**src/rtl/dsft_pkg.sv**
```systemverilog
`default_nettype none

package dsft_pkg;

    localparam int unsigned BYTE_W   = 8;
    localparam int unsigned KIND_W   = 3;
    localparam int unsigned CFG_IDX_W = 2;

    typedef logic [BYTE_W-1:0] byte_t;
    typedef logic [KIND_W-1:0] kind_t;

    // Line byte kinds, also used as the back end's step codes.
    localparam kind_t KIND_START    = 3'd0;
    localparam kind_t KIND_ESCAPE   = 3'd1;
    localparam kind_t KIND_PAYLOAD  = 3'd2;
    localparam kind_t KIND_CHECKSUM = 3'd3;
    localparam kind_t KIND_END      = 3'd4;

    // Configuration register indexes.
    localparam logic [CFG_IDX_W-1:0] CFG_START_CODE  = 2'd0;
    localparam logic [CFG_IDX_W-1:0] CFG_END_CODE    = 2'd1;
    localparam logic [CFG_IDX_W-1:0] CFG_ESCAPE_CODE = 2'd2;

    localparam byte_t START_CODE_RST  = 8'h02;
    localparam byte_t END_CODE_RST    = 8'h03;
    localparam byte_t ESCAPE_CODE_RST = 8'h10;

    typedef struct packed {
        byte_t start_code;
        byte_t end_code;
        byte_t escape_code;
    } cfg_t;

    // One classified payload item waiting for the back end.
    typedef struct packed {
        byte_t payload;
        byte_t checksum;
        logic  first;
        logic  escape;
        logic  last;
    } entry_t;

endpackage

`default_nettype wire

```
**src/rtl/dsft_front.sv**
```systemverilog
`default_nettype none

module dsft_front
    import dsft_pkg::*;
(
    input  wire logic   aclk,
    input  wire logic   aresetn,
    input  wire cfg_t   cfg,
    input  wire logic   accept,
    input  wire byte_t  payload_byte,
    input  wire logic   first_of_frame,
    input  wire logic   last_of_frame,
    output entry_t      entry
);

    byte_t sum_reg;
    byte_t sum_next;
    byte_t sum_base;
    byte_t sum_new;

    always_comb begin
        sum_base = first_of_frame ? '0 : sum_reg;
        sum_new  = sum_base + payload_byte;
        sum_next = sum_reg;
        if (accept) begin
            sum_next = last_of_frame ? '0 : sum_new;
        end
    end

    always_comb begin
        entry.payload  = payload_byte;
        entry.checksum = ~sum_new;
        entry.first    = first_of_frame;
        entry.escape   = (payload_byte == cfg.start_code) ||
                         (payload_byte == cfg.end_code) ||
                         (payload_byte == cfg.escape_code);
        entry.last     = last_of_frame;
    end

    always_ff @(posedge aclk) begin
        if (!aresetn) begin
            sum_reg <= '0;
        end else begin
            sum_reg <= sum_next;
        end
    end

endmodule

`default_nettype wire

```
**src/rtl/dsft_queue.sv**
```systemverilog
`default_nettype none

module dsft_queue
    import dsft_pkg::*;
(
    input  wire logic   aclk,
    input  wire logic   aresetn,
    input  wire logic   push,
    input  wire entry_t push_entry,
    output logic        full,
    input  wire logic   pop,
    output logic        not_empty,
    output entry_t      head
);

    entry_t     mem [2];
    logic       wr_ptr_reg;
    logic       wr_ptr_next;
    logic       rd_ptr_reg;
    logic       rd_ptr_next;
    logic [1:0] count_reg;
    logic [1:0] count_next;

    assign full      = (count_reg == 2'd2);
    assign not_empty = (count_reg != 2'd0);
    assign head      = mem[rd_ptr_reg];

    always_comb begin
        wr_ptr_next = push ? ~wr_ptr_reg : wr_ptr_reg;
        rd_ptr_next = pop ? ~rd_ptr_reg : rd_ptr_reg;
        count_next  = count_reg + {1'b0, push} - {1'b0, pop};
    end

    always_ff @(posedge aclk) begin
        if (push) begin
            mem[wr_ptr_reg] <= push_entry;
        end
    end

    always_ff @(posedge aclk) begin
        if (!aresetn) begin
            wr_ptr_reg <= 1'b0;
            rd_ptr_reg <= 1'b0;
            count_reg  <= 2'd0;
        end else begin
            wr_ptr_reg <= wr_ptr_next;
            rd_ptr_reg <= rd_ptr_next;
            count_reg  <= count_next;
        end
    end

endmodule

`default_nettype wire

```
**src/rtl/dsft_back.sv**
```systemverilog
`default_nettype none

module dsft_back
    import dsft_pkg::*;
(
    input  wire logic   aclk,
    input  wire logic   aresetn,
    input  wire cfg_t   cfg,
    input  wire logic   have_entry,
    input  wire entry_t head,
    output logic        pop,
    output logic        m_tvalid,
    input  wire logic   m_tready,
    output byte_t       m_tdata,
    output kind_t       m_tuser,
    output logic        m_tlast
);

    kind_t step_reg;
    kind_t step_next;
    logic  valid_reg;
    logic  valid_next;
    byte_t data_reg;
    kind_t kind_reg;
    logic  tlast_reg;

    logic  load;
    kind_t emit_kind;
    byte_t emit_byte;
    logic  emit_last;

    assign load = have_entry && (!valid_reg || m_tready);

    // Skip the start and escape steps that this item does not need.
    always_comb begin
        if (step_reg == KIND_START && head.first) begin
            emit_kind = KIND_START;
        end else if (step_reg <= KIND_ESCAPE && head.escape) begin
            emit_kind = KIND_ESCAPE;
        end else if (step_reg <= KIND_PAYLOAD) begin
            emit_kind = KIND_PAYLOAD;
        end else begin
            emit_kind = step_reg;
        end

        case (emit_kind)
            KIND_START:    emit_byte = cfg.start_code;
            KIND_ESCAPE:   emit_byte = cfg.escape_code;
            KIND_PAYLOAD:  emit_byte = head.payload;
            KIND_CHECKSUM: emit_byte = head.checksum;
            KIND_END:      emit_byte = cfg.end_code;
            default:       emit_byte = head.payload;
        endcase

        emit_last = (emit_kind == KIND_END) ||
                    (emit_kind == KIND_PAYLOAD && !head.last);
    end

    always_comb begin
        pop        = load && emit_last;
        step_next  = step_reg;
        valid_next = valid_reg;
        if (load) begin
            valid_next = 1'b1;
            step_next  = emit_last ? KIND_START : emit_kind + kind_t'(1);
        end else if (m_tready) begin
            valid_next = 1'b0;
        end
    end

    always_ff @(posedge aclk) begin
        if (load) begin
            data_reg  <= emit_byte;
            kind_reg  <= emit_kind;
            tlast_reg <= emit_last;
        end
    end

    always_ff @(posedge aclk) begin
        if (!aresetn) begin
            step_reg  <= KIND_START;
            valid_reg <= 1'b0;
        end else begin
            step_reg  <= step_next;
            valid_reg <= valid_next;
        end
    end

    assign m_tvalid = valid_reg;
    assign m_tdata  = data_reg;
    assign m_tuser  = kind_reg;
    assign m_tlast  = tlast_reg;

endmodule

`default_nettype wire

```
**src/rtl/dle_stuffed_frame_transmitter.sv**
```systemverilog
// Channel   Dir  Handshake           Contents
// s_        in   s_tvalid/s_tready   payload byte, first (tuser), last (tlast)
// m_        out  m_tvalid/m_tready   line byte, kind (tuser), end of run (tlast)
// cfg_      in   cfg_we              register index and 8-bit value
//
// The back end sends one line byte per cycle while m_tready is high; an item
// is one to five line bytes (one plus escape, plus start and plus checksum and
// end where marked). A two-entry queue parts the front from the back; items
// are taken while the queue has room and pass through the queue and then the
// back end's output register. Reset is synchronous and active low; it clears
// the running sum, queue, step counter and output valid and resets the codes.
`default_nettype none

module dle_stuffed_frame_transmitter
    import dsft_pkg::*;
(
    input  wire logic                 aclk,
    input  wire logic                 aresetn,
    input  wire logic                 cfg_we,
    input  wire logic [CFG_IDX_W-1:0] cfg_index,
    input  wire logic [BYTE_W-1:0]    cfg_wdata,
    input  wire logic                 s_tvalid,
    output logic                      s_tready,
    input  wire logic [7:0]           s_tdata,   // [7:0] payload_byte
    input  wire logic [0:0]           s_tuser,   // [0] first_of_frame
    input  wire logic                 s_tlast,
    output logic                      m_tvalid,
    input  wire logic                 m_tready,
    output logic [7:0]                m_tdata,   // [7:0] line_byte
    output logic [2:0]                m_tuser,   // [2:0] byte_kind
    output logic                      m_tlast
);

    cfg_t   cfg_reg;
    cfg_t   cfg_next;
    entry_t front_entry;
    entry_t head;
    logic   accept;
    logic   q_full;
    logic   q_not_empty;
    logic   q_pop;

    always_comb begin
        cfg_next = cfg_reg;
        if (cfg_we) begin
            case (cfg_index)
                CFG_START_CODE:  cfg_next.start_code  = cfg_wdata;
                CFG_END_CODE:    cfg_next.end_code    = cfg_wdata;
                CFG_ESCAPE_CODE: cfg_next.escape_code = cfg_wdata;
                default:         cfg_next = cfg_reg;
            endcase
        end
    end

    always_ff @(posedge aclk) begin
        if (!aresetn) begin
            cfg_reg.start_code  <= START_CODE_RST;
            cfg_reg.end_code    <= END_CODE_RST;
            cfg_reg.escape_code <= ESCAPE_CODE_RST;
        end else begin
            cfg_reg <= cfg_next;
        end
    end

    assign s_tready = !q_full;
    assign accept   = s_tvalid && s_tready;

    dsft_front u_front (
        .aclk           (aclk),
        .aresetn        (aresetn),
        .cfg            (cfg_reg),
        .accept         (accept),
        .payload_byte   (s_tdata),
        .first_of_frame (s_tuser[0]),
        .last_of_frame  (s_tlast),
        .entry          (front_entry)
    );

    dsft_queue u_queue (
        .aclk       (aclk),
        .aresetn    (aresetn),
        .push       (accept),
        .push_entry (front_entry),
        .full       (q_full),
        .pop        (q_pop),
        .not_empty  (q_not_empty),
        .head       (head)
    );

    dsft_back u_back (
        .aclk       (aclk),
        .aresetn    (aresetn),
        .cfg        (cfg_reg),
        .have_entry (q_not_empty),
        .head       (head),
        .pop        (q_pop),
        .m_tvalid   (m_tvalid),
        .m_tready   (m_tready),
        .m_tdata    (m_tdata),
        .m_tuser    (m_tuser),
        .m_tlast    (m_tlast)
    );

endmodule

`default_nettype wire
```
**config.mk**
```make
export PLATFORM = sky130hd
export DESIGN_NAME = dle_stuffed_frame_transmitter
export DESIGN_NICKNAME = d
export VERILOG_FILES = /design/src/rtl/dsft_pkg.sv /design/src/rtl/dsft_front.sv /design/src/rtl/dsft_queue.sv /design/src/rtl/dsft_back.sv /design/src/rtl/dle_stuffed_frame_transmitter.sv
export SDC_FILE = /design/constraint.sdc
export NUM_CORES = 1
export LEC_CHECK = 0
export BUFFER_PORTS_ARGS = -buffer_cell sky130_fd_sc_hd__buf_2
export CAP_MARGIN = 20
export CELL_PAD_IN_SITES_DETAIL_PLACEMENT = 1
export CELL_PAD_IN_SITES_GLOBAL_PLACEMENT = 1
export CORE_MARGIN = 4
export CORE_UTILIZATION = 52
export CTS_CLUSTER_SIZE = 30
export DETAILED_ROUTE_END_ITERATION = 10
export PLACE_DENSITY_LB_ADDON = 0.1
export SETUP_SLACK_MARGIN = 0.2
export SLEW_MARGIN = 20
export SYNTH_ARGS = -nofsm -noshare
export SYNTH_HDL_FRONTEND = slang
export SYNTH_SLANG_ARGS = --single-unit
```
**constraint.sdc**
```tcl
create_clock -name aclk -period 8.32 [get_ports aclk]
set_input_delay 1.664 -clock aclk [delete_from_list [all_inputs] [get_ports aclk]]
set_output_delay 1.664 -clock aclk [all_outputs]
set_load 0.05 [all_outputs]
```
**Yosys cells after proc, flatten, opt, wreduce, memory -nomap -nowiden**

Memories as Yosys holds them, arrays and structs flattened. A register that Yosys moved wholly into a read port is not among the register bits.
Index checks and enable logic that the tools add are counted.

- Bits in registers: 52
- Memory bits (writable): 38
- Output and inout bits: 14
- Logic and storage cells: 66
- Memories kept: 1

- Add/sub/neg operators: 4
- Magnitude comparators: 2
- Equal/unequal tests: 10
- Muxes and demuxes: 13
- Bitwise operators: 3
- Reduce and logical (&&, ||, !) cells: 21

Memory list:

| name | depth | width | read ports | clocked after memory_dff | wr ports | RTL line | RTL |
|---|---|---|---|---|---|---|---|
| u_queue.mem | 2 | 19 | 1 | 1 | 1 | dsft_queue.sv:16 | `entry_t mem [2];` |

Operator list:

| kind | number |
|---|---|
| $pmux W8 S4 | 1 |
| $eq A8 B8 Y1 | 3 |
| $mux W8 | 2 |
| $mux W3 | 4 |
| $add A8 B8 Y8 | 1 |
| $not A8 Y8 | 1 |
| $eq A3 B2 Y1 const B | 2 |
| $logic_and A1 B1 Y1 | 6 |
| $logic_not A3 Y1 | 2 |
| $mux W1 | 6 |
| $reduce_and A2 Y1 | 3 |
| $eq A2 B2 Y1 const B | 2 |
| $logic_or A1 B1 Y1 | 4 |
| $reduce_bool A2 Y1 | 2 |
| $add A3 B1 Y3 const B | 1 |
| $eq A3 B1 Y1 const B | 1 |
| $eq A3 B3 Y1 const B | 1 |
| $le A3 B1 Y1 const B | 1 |
| $le A3 B2 Y1 const B | 1 |
| $logic_not A1 Y1 | 3 |
| $add A2 B1 Y2 | 1 |
| $eq A2 B1 Y1 const B | 1 |
| $logic_not A2 Y1 | 1 |
| $not A1 Y1 | 2 |
| $sub A2 B1 Y2 | 1 |

**Longest topological paths before layout**

Gate-level depths: netlist of run 1.

- Depth after elaboration: 10
- Mapped depth: 16
- Gate-level depth less buffers: 13

**Hierarchy**

Synthesis of run 1 repeated with hierarchy kept, for this count alone.

- Cells, all modules: 399
- Area, all modules: 4,655.7 sq um

By module, submodules not included:

| module | times used | cells an instance | area an instance (sq um) | sequential area each (sq um) |
|---|---|---|---|---|
| dsft_queue | 1 | 80 | 1,651.6 | 1,241.2 |
| dsft_front | 1 | 133 | 1,077.3 | 160.2 |
| dsft_back | 1 | 91 | 987.2 | 440.4 |
| dle_stuffed_frame_transmitter | 1 | 95 | 939.7 | 480.5 |

**Least setup slack after synthesis of run 1**

OpenSTA, ideal clock, no wires.

- Kind: input to register
- Start: in s_tuser
- End: reg u_front.sum_reg[6]
- Library setup time: 129 ps
- Arrival time: 3,120 ps
- Required time: 8,191 ps
- Path slack: 5,072 ps
- Stages on the path: 7
- Path buffers: 0
- Path through: nor2b_1 -> ha_1 -> fa_1 -> a211o_1 -> nor4bb_1 -> a311oi_1 -> o21ai_1

- Longest elaborated chain between the ends: 3

Ends and longest elaborated chain:

| element | RTL line | RTL |
|---|---|---|
| start: declaration | dle_stuffed_frame_transmitter.sv:25 | `input wire logic [0:0] s_tuser,` |
| $mux W8 | dsft_front.sv:22 | `sum_base = first_of_frame ? '0 : sum_reg;` |
| $add A8 B8 Y8 | dsft_front.sv:23 | `sum_new = sum_base + payload_byte;` |
| $mux W8 | dsft_front.sv:26 | `sum_next = last_of_frame ? '0 : sum_new;` |
| end signal: assignment | dsft_front.sv:44 | `sum_reg <= sum_next;` |
| end: declaration | dsft_front.sv:16 | `byte_t sum_reg;` |

No other way between the ends.
A chain may end at the register's enable or synchronous reset.

==> metrics.txt, run 1 <==
status finished, final reports clean; CORE AREA 8217 um^2; fin. max-slew vios 0; full die area 10010 um^2; Final Setup Violations 0; Crit. End Element flop; Critical path buffers and inverters 1; drt drc 0; post-synthesis cell type count 63; Fmax 252.8 MHz; worst hold path type flop to flop; hpwl dp 7799 um; clock-pin slew on the worst setup and hold paths 0.09 ns; CTS tree done; fin util 58.58%; register area share after synthesis 52.73%; layout cells sized above 1 17.72%; Slowest-stage cell, CP dfxtp_1; CTS Buffer Depth 2; clock latency on the worst-skew pair 0.35 ns; initial antenna violation count 0; Yosys reg bits 91; Starting Density 53.60%; clock sinks 91; H-tree lvl count 3; RSZ-0062 raised after global routing no; Top FF cell, synth edfxtp_1; Final Hold Viols 0; Worst-Margin Slew 1.050 ns; wire length per cell 20.87 um; Worst path top cell family by delay flip-flops; Die Height 100.0 um; total number of vias 3033; worst path required time 8.54 ns; Die Width 100.0 um; Post-CTS Hold Buffers 0; clock root buffer clkbuf_8; total of max-cap violations 0; Crit path largest cell delay 1.02 ns; worst-path maximum fanout 19; number of top-level pins 39; area delta synth->final 9.290%; number of nets with antenna violations after routing 0; EDFF count, synth 50; Mean Syn Cell Area 11.78 um^2; gr ovfl total 0; overall routed net length 10790 um; Buffers on Ports 38; ANT cells 0; Synth Net Count 414; Mapped Cells 374; max reg flops 38; all-layer global routing usage 22.73%; first-pass GRT wire length 17350 um; Worst slew margin 30.00%; Worst setup SP type flop; pwr dens 308.3 nW/um^2; crit path DAT 4.18 ns; Synth warnings 0; vias in the first global route 3129; Leak 1.925 nW; synthesized area 4404 um^2; gpl congestion 0.9127; FFs w/ async S/R, synth 0%; Vias/cell 5.867; period utilization 47.55%; Worst Path Class, Setup flop to flop; cell row count 33; largest net degree at the start of global routing 35; nets@finish 447; # Post-CTS Setup Buffers 0; clk_skew 0.008328 ns; Num CTS Buffers 9; CP Cell Sequence mux2_1, nor2_1, o21ai_0, ha_1, and2_2, a31oi_2, nor2_1, ha_1, inv_1, ha_1, xor2_1, xnor2_1, nor2_1; initial DRC count 201; DR pass1 iterations 4; total negative setup slack 0 ns; maximum vdd drop 133.0 uV; PostCTS Resize Cnt 0; filler cell count 880; minimum clock period 3.956 ns
cells in the mapped netlist (4+ instances only):
library cell   n  share of area [%]
xor2_1        18                3.6
nor2b_1       11                1.6
a222oi_1       7                1.6
mux2i_1       43                9.8
xnor2_1       13                2.6
mux2_2         8                2.0
edfxtp_1      50                 34
nor4_1         6               0.85
dfxtp_1       41                 19
inv_1         11               0.94
a21oi_1       12                1.4
a22o_2         6                1.4
ha_1          14                4.0
o21ai_0        5               0.57
clkbuf_1       8               0.68
nand2_1       16                1.4
nor2_1        31                2.6
nand3_1        9                1.0
or3_1          4               0.57
metrics by stage:
step	hold WS, ns	instances	setup WS [ns]	instance area, um^2	total power, W
4_1_cts	0.4671	517	4.325	4813	0.001496
2_1_floorplan	0.4272	374	5.072	4404	0.001066
5_1_grt	0.4992	517	4.028	4813	0.001571
6_report	0.4669	517	4.364	4813	0.001484
3_3_place_gp	0.4361	501	4.726	4628	0.001177
3_5_place_dp	0.4555	501	4.423	4628	0.001198
final timing paths:
kind | from | endpoint | slack (ns) | cells past startpoint
worst max-delay path | flop | u_queue.count_reg[1] | 4.36 | 13
worst min-delay path | u_front.sum_reg[0] | u_front.sum_reg[0] | 0.47 | 2
worst max register to register | flop | u_queue.count_reg[1] | 4.36 | 13
worst min register to register | u_front.sum_reg[0] | u_front.sum_reg[0] | 0.47 | 2
worst reg2reg max path: cells and delay by family, from the launching register on:
| kind | cells | cell delay, ns |
|---|---|---|
| fa+ha+maj | 3 | 0.84 |
| simple gates | 4 | 0.55 |
| compound gates | 2 | 0.52 |
| flops | 1 | 1.02 |
| xor+xnor | 2 | 0.37 |
| mux | 1 | 0.44 |
| buf+inv | 1 | 0.07 |
layer usage:
layer | up-vias | part of all wire, % | global-route usage [%]
met5 | - | 0 | 0
met4 | 0 | 1.3 | 7.150
met3 | 12 | 4.5 | 3.405
met2 | 82 | 48 | 36.84
met1 | 1515 | 46 | 31.62
li1 | 1424 | - | -
layout make-up:
class	instances	area, um^2	area share (%)
clock buffers	11	131.4	2.729
flip-flops and latches	91	2322	48.25
inverters	13	48.80	1.014
repair buffers	40	205.2	4.263
multi-input cells	252	1921	39.90
clock inverters	5	53.80	1.118
well taps	105	131.4	2.729
placed cells by master, fill, tap and decap left out, types with 2 or more instances in the layout:
| master | instances |
|---|---|
| xnor2_1 | 13 |
| inv_1 | 11 |
| a21oi_1 | 12 |
| nor2b_1 | 11 |
| nor4_1 | 6 |
| nand3_1 | 9 |
| ha_1 | 14 |
| clkbuf_1 | 2 |
| o2111ai_1 | 2 |
| nand2b_1 | 2 |
| buf_2 | 38 |
| nand4_1 | 2 |
| clkinvlp_4 | 2 |
| a211o_1 | 2 |
| nor3b_1 | 2 |
| nor3_1 | 2 |
| edfxtp_1 | 50 |
| clkbuf_8 | 9 |
| and2_1 | 3 |
| or3_1 | 4 |
| a222oi_1 | 7 |
| xor2_1 | 18 |
| or2_0 | 3 |
| mux2_2 | 8 |
| nand3b_1 | 3 |
| nand2_1 | 16 |
| dfxtp_1 | 41 |
| clkinv_1 | 2 |
| o211ai_1 | 2 |
| nor2_1 | 31 |
| o21ai_0 | 5 |
| mux2i_1 | 43 |
| a22o_2 | 6 |
| o21a_1 | 2 |
| buf_4 | 2 |
power by group:
group / internal [W] / leakage, nW / switching (W)
logic: 0.000183 / 1.03 / 0.000373
clock network: 0.000138 / 0.0870 / 0.000154
registers: 0.000588 / 0.807 / 0.0000478
logic make-up after synthesis:
kind of cell / after synthesis / synth area share (%)
adder cells (fa/ha/maj): 15 / 4.432
multiplexers: 52 / 12.07
XOR/XNOR: 31 / 6.165
AND/OR/NAND/NOR: 103 / 12.16
AO/OA/AOI/OAI: 51 / 8.779
flip-flops: 91 / 52.73
buffers and inverters: 31 / 3.664
Note: power is estimated with default switching activity, not from simulation.
==> run 2: changes to the inputs <==
--- a/config.mk
+++ b/config.mk
@@ -10,7 +10,7 @@
 export CELL_PAD_IN_SITES_DETAIL_PLACEMENT = 1
 export CELL_PAD_IN_SITES_GLOBAL_PLACEMENT = 1
 export CORE_MARGIN = 4
-export CORE_UTILIZATION = 52
+export CORE_UTILIZATION = 48
 export CTS_CLUSTER_SIZE = 30
 export DETAILED_ROUTE_END_ITERATION = 10
 export PLACE_DENSITY_LB_ADDON = 0.1
==> constraint.sdc (replaced) <==
create_clock -name aclk -period 3.7 [get_ports aclk]
set_input_delay 0.74 -clock aclk [delete_from_list [all_inputs] [get_ports aclk]]
set_output_delay 0.74 -clock aclk [all_outputs]
set_load 0.05 [all_outputs]
==> run 2 against run 1 <==
Non-clock buffer count up 3. Register-to-register slack worse by 3.9 ns. Clock power up 130%. Combinational power up 130%. Fmax up 24%. Worst setup slack worse by 3.9 ns. Sequential power up 120%. Worst hold slack worse by 0.011 ns. First-iteration DRC count down 43%. Highest routed layer unchanged.
==> metrics.txt, run 2 (same netlist as run 1, synthesis figures left out) <==
status finished, final reports clean; vias in the first global route 3153 (+0.77%); initial antenna violation count 0 (unchanged); total negative setup slack 0 ns (unchanged); H-tree lvl count 3 (unchanged); DR pass1 iterations 4 (unchanged); Worst-Margin Slew 1.034 ns (-0.01602 ns); fin util 55.12% (-3.5 points); worst hold path type flop to flop; initial DRC count 115 (-43%); full die area 10770 um^2 (+7.7%); total of max-cap violations 0 (unchanged); Starting Density 50.01% (-3.6 points); overall routed net length 10590 um (-1.9%); final worst setup slack 0.5060 ns (-3.858 ns); worst-path maximum fanout 11 (-8); hold path cells 2 (unchanged); total number of vias 3027 (-0.20%); dpl cells 507 (+1.2%); worst reg2reg path endpoint u_queue.count_reg[1]; clock-pin slew on the worst setup and hold paths 0.09 ns (about the same); cell row count 34 (+3.0%); gpl congestion 0.8636 (-5.4%); all-layer global routing usage 20.40% (-2.3 points); Hold Startpoint u_front.sum_reg[1]; most frequent cells in the layout edfxtp_1 (50), mux2i_1 (43), dfxtp_1 (41); Worst Path Class, Setup flop to flop; worst hold slack 0.4561 ns (-0.01079 ns); CORE AREA 8806 um^2 (+7.2%); Final Hold Viols 0 (unchanged); RSZ-0062 raised after global routing no; clock latency on the worst-skew pair 0.35 ns (about the same); Buffers on Ports 38 (unchanged); Num CTS Buffers 9 (unchanged); Worst slew margin 30.92% (+0.92 points); number of top-level pins 39 (unchanged); pwr dens 692.7 nW/um^2 (+120%); nets@finish 450 (+0.67%); Worst setup SP type flop; maximum vdd drop 282.9 uV (+110%); CP dominant cell by count ha_1; number of nets with antenna violations after routing 0 (unchanged); clk_skew 0.01297 ns (+0.004644 ns); R2R depth 15 (+2); Leak 1.953 nW (+1.4%); wire length per cell 20.24 um (-3.0%); drt drc 0 (unchanged); minimum clock period 3.194 ns (-0.7622 ns); CTS tree done; Final Setup Violations 0 (unchanged); # Post-CTS Setup Buffers 0 (unchanged); ANT cells 0 (unchanged); commonest non-fill, non-tap cell in the layout edfxtp_1; layout cells sized above 1 18.80% (+1.1 points); clock sinks 91 (unchanged); crit path DAT 3.42 ns (-0.76 ns); fin. max-slew vios 0 (unchanged); PostCTS Resize Cnt 0 (unchanged); pre-CTS WS 0.4049 ns (-4.018 ns); period utilization 86.32% (+39 points); clock root buffer clkbuf_8; gr ovfl total 0 (unchanged); hpwl dp 7958 um (+2.0%); Crit. End Element flop; CTS Buffer Depth 2 (unchanged); Vias/cell 5.788 (-1.3%); max reg flops 38 (unchanged); Die Width 103.8 um (+3.8%); FF-to-FF setup slack 0.51 ns (-3.86 ns); Post-CTS Hold Buffers 0 (unchanged); Die Height 103.8 um (+3.8%); Fmax 313.1 MHz (+24%); Crit path largest cell delay 0.37 ns (-0.65 ns); largest net degree at the start of global routing 35 (unchanged); CP Cell Sequence buf_4, mux2i_1, or2_0, o21ai_0, ha_1, buf_4, and2_2, a31oi_4, nor2_1, ha_1, inv_1, ha_1, xor2_1, xnor2_1, nor2_1; Slowest-stage cell, CP dfxtp_1; area delta synth->final 10.20%; final non-filler cell total 523 (+1.2%); worst path required time 3.93 ns (-4.61 ns); hold worst-path end u_front.sum_reg[1]; first-pass GRT wire length 17190 um (-0.92%)
-- run 2: metrics by stage --
stage / total power (W) / area (um^2)
global route: 0.003553 / 4853
CTS: 0.003382 / 4845
floorplan: 0.002398 / 4404
detailed placement: 0.002719 / 4654
global placement: 0.002669 / 4654
finish: 0.003362 / 4853
-- run 2: how the worst max path moves through the flow --
stage,depth (start not counted),from,slack (ns),end
after detailed placement,15,flop,0.40,u_queue.count_reg[1]
after floorplan,16,flop,0.80,u_queue.count_reg[1]
after global placement,15,flop,0.62,u_queue.count_reg[1]
final,15,flop,0.51,u_queue.count_reg[1]
after global routing,15,flop,0.23,u_queue.count_reg[1]
after CTS,15,flop,0.39,u_queue.count_reg[1]
-- run 2: layer usage --
layer / track usage [%] / vias to the layer above / part of all wire, %
met1: 26.46 / 1506 / 45
met2: 34.44 / 73 / 49
met3: 3.918 / 13 / 4.6
met5: 0 / - / 0
li1: - / 1435 / -
met4: 6.743 / 0 / 1.4
-- run 2: where the power goes --
part / switching [W] / internal (W) / leakage, nW
clock: 0.000352 / 0.000311 / 0.0974
sequential: 0.0000795 / 0.00132 / 0.807
combinational: 0.000869 / 0.000428 / 1.05
total: 0.00130 / 0.00206 / 1.95
-- run 2: area by class of cell --
class                   count  area [um^2]
clock inverters             7        66.31
repair buffers             43        227.7
well taps                 108        135.1
clock buffers               9        123.9
inverters                  13        48.80
fillers                   939         3953
flip-flops and latches     91         2322
multi-input cells         252         1929
-- run 2: worst max-delay path: cells and delay by family, from the launching register on --
kind	cells	cell delay, ns
compound gates	2	0.41
xor+xnor	2	0.31
fa+ha+maj	3	0.69
buf+inv	3	0.47
flops	1	0.37
mux	1	0.25
simple gates	4	0.56
